### config.mk
export PLATFORM = sky130hd
export DESIGN_NAME = signed_integer_divider_unit
export DESIGN_NICKNAME = d
export VERILOG_FILES = /design/src/rtl/sidu_pkg.sv /design/src/rtl/signed_integer_divider_unit.sv
export VERILOG_INCLUDE_DIRS = /design/src /design/src/rtl
export SDC_FILE = /design/constraint.sdc
export NUM_CORES = 1
export LEC_CHECK = 0
export BUFFER_PORTS_ARGS = -buffer_cell sky130_fd_sc_hd__buf_2
export CORE_UTILIZATION = 55
export CTS_BUF_LIST = sky130_fd_sc_hd__clkbuf_8
export DETAILED_ROUTE_END_ITERATION = 10
export GPL_ROUTABILITY_DRIVEN = 0
export GPL_TIMING_DRIVEN = 0
export PLACE_DENSITY = 0.79
export SYNTH_ARGS = -nofsm -noshare
export SYNTH_HDL_FRONTEND = slang
export SYNTH_SLANG_ARGS = --single-unit
### constraint.sdc
create_clock -name i_clk -period 4.31 [get_ports i_clk]
set_input_delay 0.431 -clock i_clk [delete_from_list [all_inputs] [get_ports i_clk]]
set_output_delay 0.431 -clock i_clk [all_outputs]
set_load 0.02 [all_outputs]
### src/rtl/assert_macros.svh
// assertion macros used by the divider rtl
`ifndef ASSERT_MACROS_SVH
`define ASSERT_MACROS_SVH

// clocked assertion, held off while reset is active
`define SIDU_ASSERT(label, prop, msg) \
    label: assert property (@(posedge i_clk) disable iff (!i_rst_n) prop) \
        else $error(msg);

// clocked assertion that a condition never holds
`define SIDU_NEVER(label, cond, msg) \
    label: assert property (@(posedge i_clk) disable iff (!i_rst_n) !(cond)) \
        else $error(msg);

`endif

### src/rtl/sidu_pkg.sv
// package: widths and sequencer states of the signed integer divider
`timescale 1ns / 1ps

package sidu_pkg;

    // operand and result width
    localparam int WIDTH = 32;
    // bit counter width for the divide loop
    localparam int CNT_W = $clog2(WIDTH);

    // sequencer states
    typedef enum logic [2:0] {
        ST_IDLE,
        ST_NEG_A,
        ST_NEG_B,
        ST_DIV,
        ST_FIX_Q,
        ST_FIX_R,
        ST_DONE
    } t_state;

endpackage

### src/rtl/signed_integer_divider_unit.sv
// signed integer divider, truncating toward zero, one shared adder under a sequencer
//
//  channel | direction | handshake                 | payload
//  --------+-----------+---------------------------+------------------------------------
//  in      | input     | i_in_valid / o_in_stall   | i_dividend, i_divisor
//  out     | output    | o_out_valid / i_out_stall | o_out_quotient, o_out_remainder,
//          |           |                           | o_out_div_by_zero, o_out_overflow
//
// after acceptance the sequencer takes the operand magnitudes (ST_NEG_A, ST_NEG_B),
// forms one quotient bit per cycle in ST_DIV, fixes the quotient and remainder signs
// (ST_FIX_Q, ST_FIX_R) and loads the output register in ST_DONE; all steps but the
// last go through the one shared adder. the next transaction is accepted back in idle.
// o_in_stall is high from acceptance until the sequencer is back in idle.
// a result stalled at the output holds the sequencer in its last state; a new
// transaction is accepted while the previous result still waits to be taken.
// reset is synchronous, active low, and clears the sequencer and output valid.
`timescale 1ns / 1ps
`include "assert_macros.svh"

module signed_integer_divider_unit import sidu_pkg::*; (
    input  logic                    i_clk,
    input  logic                    i_rst_n,
    input  logic                    i_in_valid,
    output logic                    o_in_stall,
    input  logic signed [WIDTH-1:0] i_dividend,
    input  logic signed [WIDTH-1:0] i_divisor,
    output logic                    o_out_valid,
    input  logic                    i_out_stall,
    output logic signed [WIDTH-1:0] o_out_quotient,
    output logic signed [WIDTH-1:0] o_out_remainder,
    output logic                    o_out_div_by_zero,
    output logic                    o_out_overflow
);

    localparam logic [WIDTH-1:0] MOST_NEG = {1'b1, {(WIDTH-1){1'b0}}};
    localparam logic [WIDTH-1:0] ALL_ONES = {WIDTH{1'b1}};
    localparam logic [CNT_W-1:0] LAST_BIT = CNT_W'(WIDTH - 1);

    t_state           r_state, n_state;
    logic [WIDTH-1:0] r_quo, n_quo;
    logic [WIDTH-1:0] r_rem, n_rem;
    logic [WIDTH-1:0] r_div, n_div;
    logic [CNT_W-1:0] r_cnt, n_cnt;
    logic             r_neg_a, n_neg_a;
    logic             r_neg_b, n_neg_b;
    logic             r_dz, n_dz;
    logic             r_ovf, n_ovf;

    logic             r_out_valid, n_out_valid;
    logic [WIDTH-1:0] r_out_quo, n_out_quo;
    logic [WIDTH-1:0] r_out_rem, n_out_rem;
    logic             r_out_dz, n_out_dz;
    logic             r_out_ovf, n_out_ovf;

    // shared adder: x + ~y + 1
    logic [WIDTH-1:0] u_x;
    logic [WIDTH-1:0] u_y;
    logic [WIDTH:0]   u_sum;
    logic [WIDTH-1:0] partial;
    logic             in_acc;
    logic             out_free;

    assign in_acc   = i_in_valid && !o_in_stall;
    assign out_free = !r_out_valid || !i_out_stall;
    assign partial  = {r_rem[WIDTH-2:0], r_quo[WIDTH-1]};
    assign u_sum    = {1'b0, u_x} + {1'b0, ~u_y} + {{WIDTH{1'b0}}, 1'b1};

    // state register
    always_ff @(posedge i_clk) begin
        if (!i_rst_n) begin
            r_state     <= ST_IDLE;
            r_out_valid <= 1'b0;
        end else begin
            r_state     <= n_state;
            r_out_valid <= n_out_valid;
        end
    end

    // datapath registers
    always_ff @(posedge i_clk) begin
        r_quo     <= n_quo;
        r_rem     <= n_rem;
        r_div     <= n_div;
        r_cnt     <= n_cnt;
        r_neg_a   <= n_neg_a;
        r_neg_b   <= n_neg_b;
        r_dz      <= n_dz;
        r_ovf     <= n_ovf;
        r_out_quo <= n_out_quo;
        r_out_rem <= n_out_rem;
        r_out_dz  <= n_out_dz;
        r_out_ovf <= n_out_ovf;
    end

    // adder operand selection
    always_comb begin
        u_x = '0;
        u_y = '0;
        case (r_state)
            ST_NEG_A: u_y = r_quo;
            ST_NEG_B: u_y = r_div;
            ST_DIV: begin
                u_x = partial;
                u_y = r_div;
            end
            ST_FIX_Q: u_y = r_quo;
            ST_FIX_R: u_y = r_rem;
            default: begin
                u_x = '0;
                u_y = '0;
            end
        endcase
    end

    // next state and datapath
    always_comb begin
        n_state     = r_state;
        n_quo       = r_quo;
        n_rem       = r_rem;
        n_div       = r_div;
        n_cnt       = r_cnt;
        n_neg_a     = r_neg_a;
        n_neg_b     = r_neg_b;
        n_dz        = r_dz;
        n_ovf       = r_ovf;
        n_out_valid = r_out_valid && i_out_stall;
        n_out_quo   = r_out_quo;
        n_out_rem   = r_out_rem;
        n_out_dz    = r_out_dz;
        n_out_ovf   = r_out_ovf;
        o_in_stall  = 1'b1;
        case (r_state)
            ST_IDLE: begin
                o_in_stall = 1'b0;
                if (in_acc) begin
                    n_quo   = i_dividend;
                    n_div   = i_divisor;
                    n_rem   = '0;
                    n_neg_a = i_dividend[WIDTH-1];
                    n_neg_b = i_divisor[WIDTH-1];
                    n_dz    = (i_divisor == '0);
                    n_ovf   = (i_dividend == MOST_NEG) && (i_divisor == ALL_ONES);
                    n_state = ST_NEG_A;
                end
            end
            // dividend magnitude
            ST_NEG_A: begin
                if (r_neg_a) begin
                    n_quo = u_sum[WIDTH-1:0];
                end
                n_state = ST_NEG_B;
            end
            // divisor magnitude
            ST_NEG_B: begin
                if (r_neg_b) begin
                    n_div = u_sum[WIDTH-1:0];
                end
                n_cnt   = LAST_BIT;
                n_state = ST_DIV;
            end
            // restoring step, one quotient bit per cycle
            ST_DIV: begin
                n_rem = u_sum[WIDTH] ? u_sum[WIDTH-1:0] : partial;
                n_quo = {r_quo[WIDTH-2:0], u_sum[WIDTH]};
                n_cnt = r_cnt - 1'b1;
                if (r_cnt == '0) begin
                    n_state = ST_FIX_Q;
                end
            end
            // quotient sign
            ST_FIX_Q: begin
                if (r_neg_a != r_neg_b) begin
                    n_quo = u_sum[WIDTH-1:0];
                end
                n_state = ST_FIX_R;
            end
            // remainder takes the dividend sign
            ST_FIX_R: begin
                if (r_neg_a) begin
                    n_rem = u_sum[WIDTH-1:0];
                end
                n_state = ST_DONE;
            end
            // hand the result to the output register
            ST_DONE: begin
                if (out_free) begin
                    n_out_valid = 1'b1;
                    n_out_quo   = r_dz ? '0 : r_quo;
                    n_out_rem   = r_dz ? '0 : r_rem;
                    n_out_dz    = r_dz;
                    n_out_ovf   = r_ovf;
                    n_state     = ST_IDLE;
                end
            end
            default: begin
                n_state = ST_IDLE;
            end
        endcase
    end

    assign o_out_valid       = r_out_valid;
    assign o_out_quotient    = r_out_quo;
    assign o_out_remainder   = r_out_rem;
    assign o_out_div_by_zero = r_out_dz;
    assign o_out_overflow    = r_out_ovf;

    // checks
    `SIDU_ASSERT(a_dz_zero, (o_out_valid && o_out_div_by_zero) |-> (o_out_quotient == '0 && o_out_remainder == '0), "divide by zero result not zero")
    `SIDU_NEVER(a_flags_excl, o_out_valid && o_out_div_by_zero && o_out_overflow, "both flags set")
    `SIDU_ASSERT(a_accept_start, (i_in_valid && !o_in_stall) |=> (r_state == ST_NEG_A), "accepted transaction did not start")
    `SIDU_ASSERT(a_div_end, (r_state == ST_DIV && r_cnt == '0) |=> (r_state == ST_FIX_Q), "divide loop did not finish")

endmodule

==> flow_summary.ini <==
[critical_path]
worstSetupPathType = flop to flop
crit_path_top_delay_cell = sky130_fd_sc_hd__dfxtp_1
critical_path.reg2reg.startpoint = r_state[1]$_SDFFE_PN0P_
critical_path.max_stage_delay_ns = 0.37
cp_max_fo = 10
worst_path_cell_trace = nor2b_4 > clkbuf_4 > nand2_1 > o21ai_2 > ha_1 > inv_1 > fa_2 > a211oi_2 > o211ai_1 > a32oi_2 > a2111oi_4 > o311ai_2 > a21o_1 > buf_6 > buf_6 > a21oi_1 > a31oi_1 > o22ai_1
worst_ep_arrival_time_ns = 4.43
crit_path_start = r_state[1]$_SDFFE_PN0P_
timing.critical_path.from_type = flop
timing.critical_path.mode_cell = sky130_fd_sc_hd__buf_6
timing.critical_path.required_ns = 4.49
timing.critical_path.to_type = flop

[clocking]
cts-buffers-inserted = 17
hold_bufs_at_cts = 0
clock_sink_count = 175
cts-root-buf = sky130_fd_sc_hd__clkbuf_8
cts_tree = done
clock_pin_slew_reported_for_the_worst_setup_and_hold_paths_after_clock_tree_synthesis_ns = 0.10
longest_clk_path_bufs = 2
clk-insertion-delay-late_ns = 0.48
htree_levels = 4

[min_path]
hold_path_class = input port to flop
beginning_of_the_worst_hold_path = i_dividend[31]

[placement]
placement.io_buffers = 135
placed_cells = 1401
dp_worst_setup_slack_ns = -1.31
detailedPlacementHpwl_um = 26100

[synth]
ys_seq_elements = 175
synth.largest_area_cell = sky130_fd_sc_hd__edfxtp_1
fraction_of_registers_with_async_set_or_reset_after_synthesis_pct = 0
synth_enable_flop_cells = 171
ys_dominant_reg_cell = sky130_fd_sc_hd__edfxtp_1
synthesis.nets = 1130
netlist_area_um2 = 10500
synth_area_leaders = sky130_fd_sc_hd__edfxtp_1 (49%), sky130_fd_sc_hd__a22oi_1 (4.4%), sky130_fd_sc_hd__mux2_2 (4.1%), sky130_fd_sc_hd__ha_1 (4.1%), sky130_fd_sc_hd__nor2b_1 (4.1%)
synth_largest_type_area_fraction_pct = 49.0
netlist-cell-type-count = 60
syn-mean-instance-area_um2 = 10.2
synth-seq-area-share_pct = 49.8
postSynthCellCount = 1027
yosysWarnings = 0

[timing]
period_share_pct = 98.8
finalCriticalPeriod_ns = 4.26
tightest_slew_ns = 0.904
fmax_ghz = 0.235
drv_slew = 0
final_worst_path_setup_slack_ns = 0.0531
fin_skew_ns = 0.0125
final-setup-viol-count = 0
rsz0062_at_grt = yes
hold_ws_ns = 0.221
hold_viol = 0
slew_headroom_pct = 39.7

[power]
internal-power_w = 0.00360
total_switching_power_w = 0.00261
share_of_power_burned_in_registers_pct = 39.9
p_sw_share_pct = 42.0
max-vdd-ir-drop_mv = 0.250
p_leak_nw = 4.83
power_density_nw_per_um2 = 507
power.combinational.fraction_pct = 42.1
clockPowerShare_pct = 18.0

[route]
finalWirelength_um = 33500
drt-initial-drc-count = 1389
detailed_routing_iteration_count_for_the_pre_antenna_repair_pass = 7
vias_per_cell = 6.64
ant_nets = 0
route.detailed.wl_per_inst_um = 23.3
post-route-drc-count = 0
vias = 9551

[finish]
antenna_cells = 0
mostFrequentLayoutCell = sky130_fd_sc_hd__edfxtp_1
commonest_non_fill_non_tap_cells_in_the_layout = sky130_fd_sc_hd__edfxtp_1 (171), sky130_fd_sc_hd__buf_2 (139), sky130_fd_sc_hd__nand2_1 (84), sky130_fd_sc_hd__o21ai_0 (76), sky130_fd_sc_hd__a21oi_1 (71)
layout-area-overhead-vs-synth_pct = 17.0
final_util_pct = 65.6
finalNetCount = 1295
post_layout_nonfiller_instances = 1439
final_layout_size_suffix_gt1_share_pct = 23.6

[run]
cap_viol_max_count = 0

[floorplan]
core-area_um2 = 18700
chipWidth_um = 140
dieArea_um2 = 19600
initial_utilization_pct = 56.0
fp.dieH_um = 140
fp-row-count = 50
pin_count = 136

[global_route]
grt_usage_pct = 33.9
grt_overflow_total = 0
grt_max_degree = 33
grt_pass1_vias = 8710
global_route_wire_length_before_repair_um = 49400
grt_antenna_before_repair = 0

[run_status]
outcome = complete, no violations
==> Yosys cell counts (3+ instances only) <==
cell type / count
sky130_fd_sc_hd__nor2_1: 66
sky130_fd_sc_hd__nand2b_1: 7
sky130_fd_sc_hd__buf_1: 5
sky130_fd_sc_hd__nand2_1: 85
sky130_fd_sc_hd__and3_1: 32
sky130_fd_sc_hd__buf_2: 4
sky130_fd_sc_hd__mux2_2: 38
sky130_fd_sc_hd__dfxtp_1: 4
sky130_fd_sc_hd__inv_1: 18
sky130_fd_sc_hd__nand3b_1: 3
sky130_fd_sc_hd__and2_1: 7
sky130_fd_sc_hd__nand4_1: 13
sky130_fd_sc_hd__clkbuf_1: 60
sky130_fd_sc_hd__o211ai_1: 5
sky130_fd_sc_hd__ha_1: 34
sky130_fd_sc_hd__or3_1: 3
sky130_fd_sc_hd__nor3_1: 12
sky130_fd_sc_hd__a31oi_1: 14
sky130_fd_sc_hd__nor4_1: 16
sky130_fd_sc_hd__o22ai_1: 18
sky130_fd_sc_hd__nand3_1: 19
sky130_fd_sc_hd__a211oi_1: 5
sky130_fd_sc_hd__a21o_1: 26
sky130_fd_sc_hd__xor2_1: 15
sky130_fd_sc_hd__xnor2_1: 17
sky130_fd_sc_hd__a22oi_1: 62
sky130_fd_sc_hd__o2bb2ai_1: 4
sky130_fd_sc_hd__o21bai_1: 3
sky130_fd_sc_hd__edfxtp_1: 171
sky130_fd_sc_hd__o21ai_0: 82
sky130_fd_sc_hd__a21oi_1: 73
sky130_fd_sc_hd__nor2b_1: 68
==> metrics by stage <==
step / instance area [um^2] / total power (W) / setup TNS [ns]
after floorplan: 10500 / 0.00401 / 0
after global placement: 11500 / 0.00474 / -117.19
after detailed placement: 11600 / 0.00485 / -54.68
after CTS: 12100 / 0.00599 / -0.00501
after global routing: 12300 / 0.00642 / -0.0108
final: 12300 / 0.00621 / 0
==> layer usage <==
layer	track usage [%]	part of all wire (%)	vias to the layer above
li1	-	-	4215
met1	46.8	38	4364
met2	50.5	42	825
met3	8.10	15	147
met4	15.8	5.1	0
met5	0	0	-
==> logic make-up after synthesis <==
kind of cell / synth area share (%)
simple gates: 16.2
compound gates: 19.4
flops: 49.8
buf+inv: 3.38
mux: 4.28
fa+ha+maj: 4.25
xor+xnor: 2.67
==> critical path, delay by kind of cell (launching register included) <==
family / cells / cell delay, ns
AO/OA/AOI/OAI: 10 / 1.93
adder cells (fa/ha/maj): 2 / 0.54
buffers and inverters: 4 / 0.66
flip-flops: 1 / 0.37
AND/OR/NAND/NOR: 2 / 0.46
==> repair_timing <==
item | CTS | global route
pin swaps | 4 | 10
endpoints found under the setup margin | 76 | 47
buffers inserted | 2 | 7
gates cloned | 0 | 0
gates resized for setup | 49 | 32
==> sequential cells by signal, summed over array words and instances, names as in the netlist <==
register and count:
o_out_quotient 32, r_div 32, r_neg_a 1, r_ovf 1
o_out_remainder 32, r_cnt 5, r_rem 32, r_quo 32
o_out_valid 1, r_dz 1, r_neg_b 1, o_out_div_by_zero 1
r_state 3, o_out_overflow 1
==> area by class of cell <==
type,instances,area (um^2)
Sequential cell,175,5220
Timing Repair Buffer,149,863
Clock inverter,15,148
Clock buffer,17,234
Inverter,18,67.6
Tap cell,234,293
Fill cell,1442,6440
Buffer,68,342
Multi-Input combinational cell,763,5090
==> power groups by stage <==
stage | clock network [W] | registers, W | logic, W
floorplan | 0 | 0.00241 | 0.00160
global placement | 0 | 0.00250 | 0.00224
detailed placement | 0 | 0.00248 | 0.00237
CTS | 0.00110 | 0.00245 | 0.00244
global route | 0.00117 | 0.00248 | 0.00276
finish | 0.00112 | 0.00248 | 0.00262
==> final timing paths <==
path / endpoint / slack [ns] / cells past startpoint
setup / recovery: r_rem[13]$_DFFE_PP_ / 0.05 / 18
hold / removal: r_neg_a$_DFFE_PP_ / 0.22 / 1
setup reg to reg: r_rem[13]$_DFFE_PP_ / 0.05 / 18
hold reg to reg: o_out_overflow$_DFFE_PP_ / 0.42 / 0
Note: power is estimated with default switching activity, not from simulation.
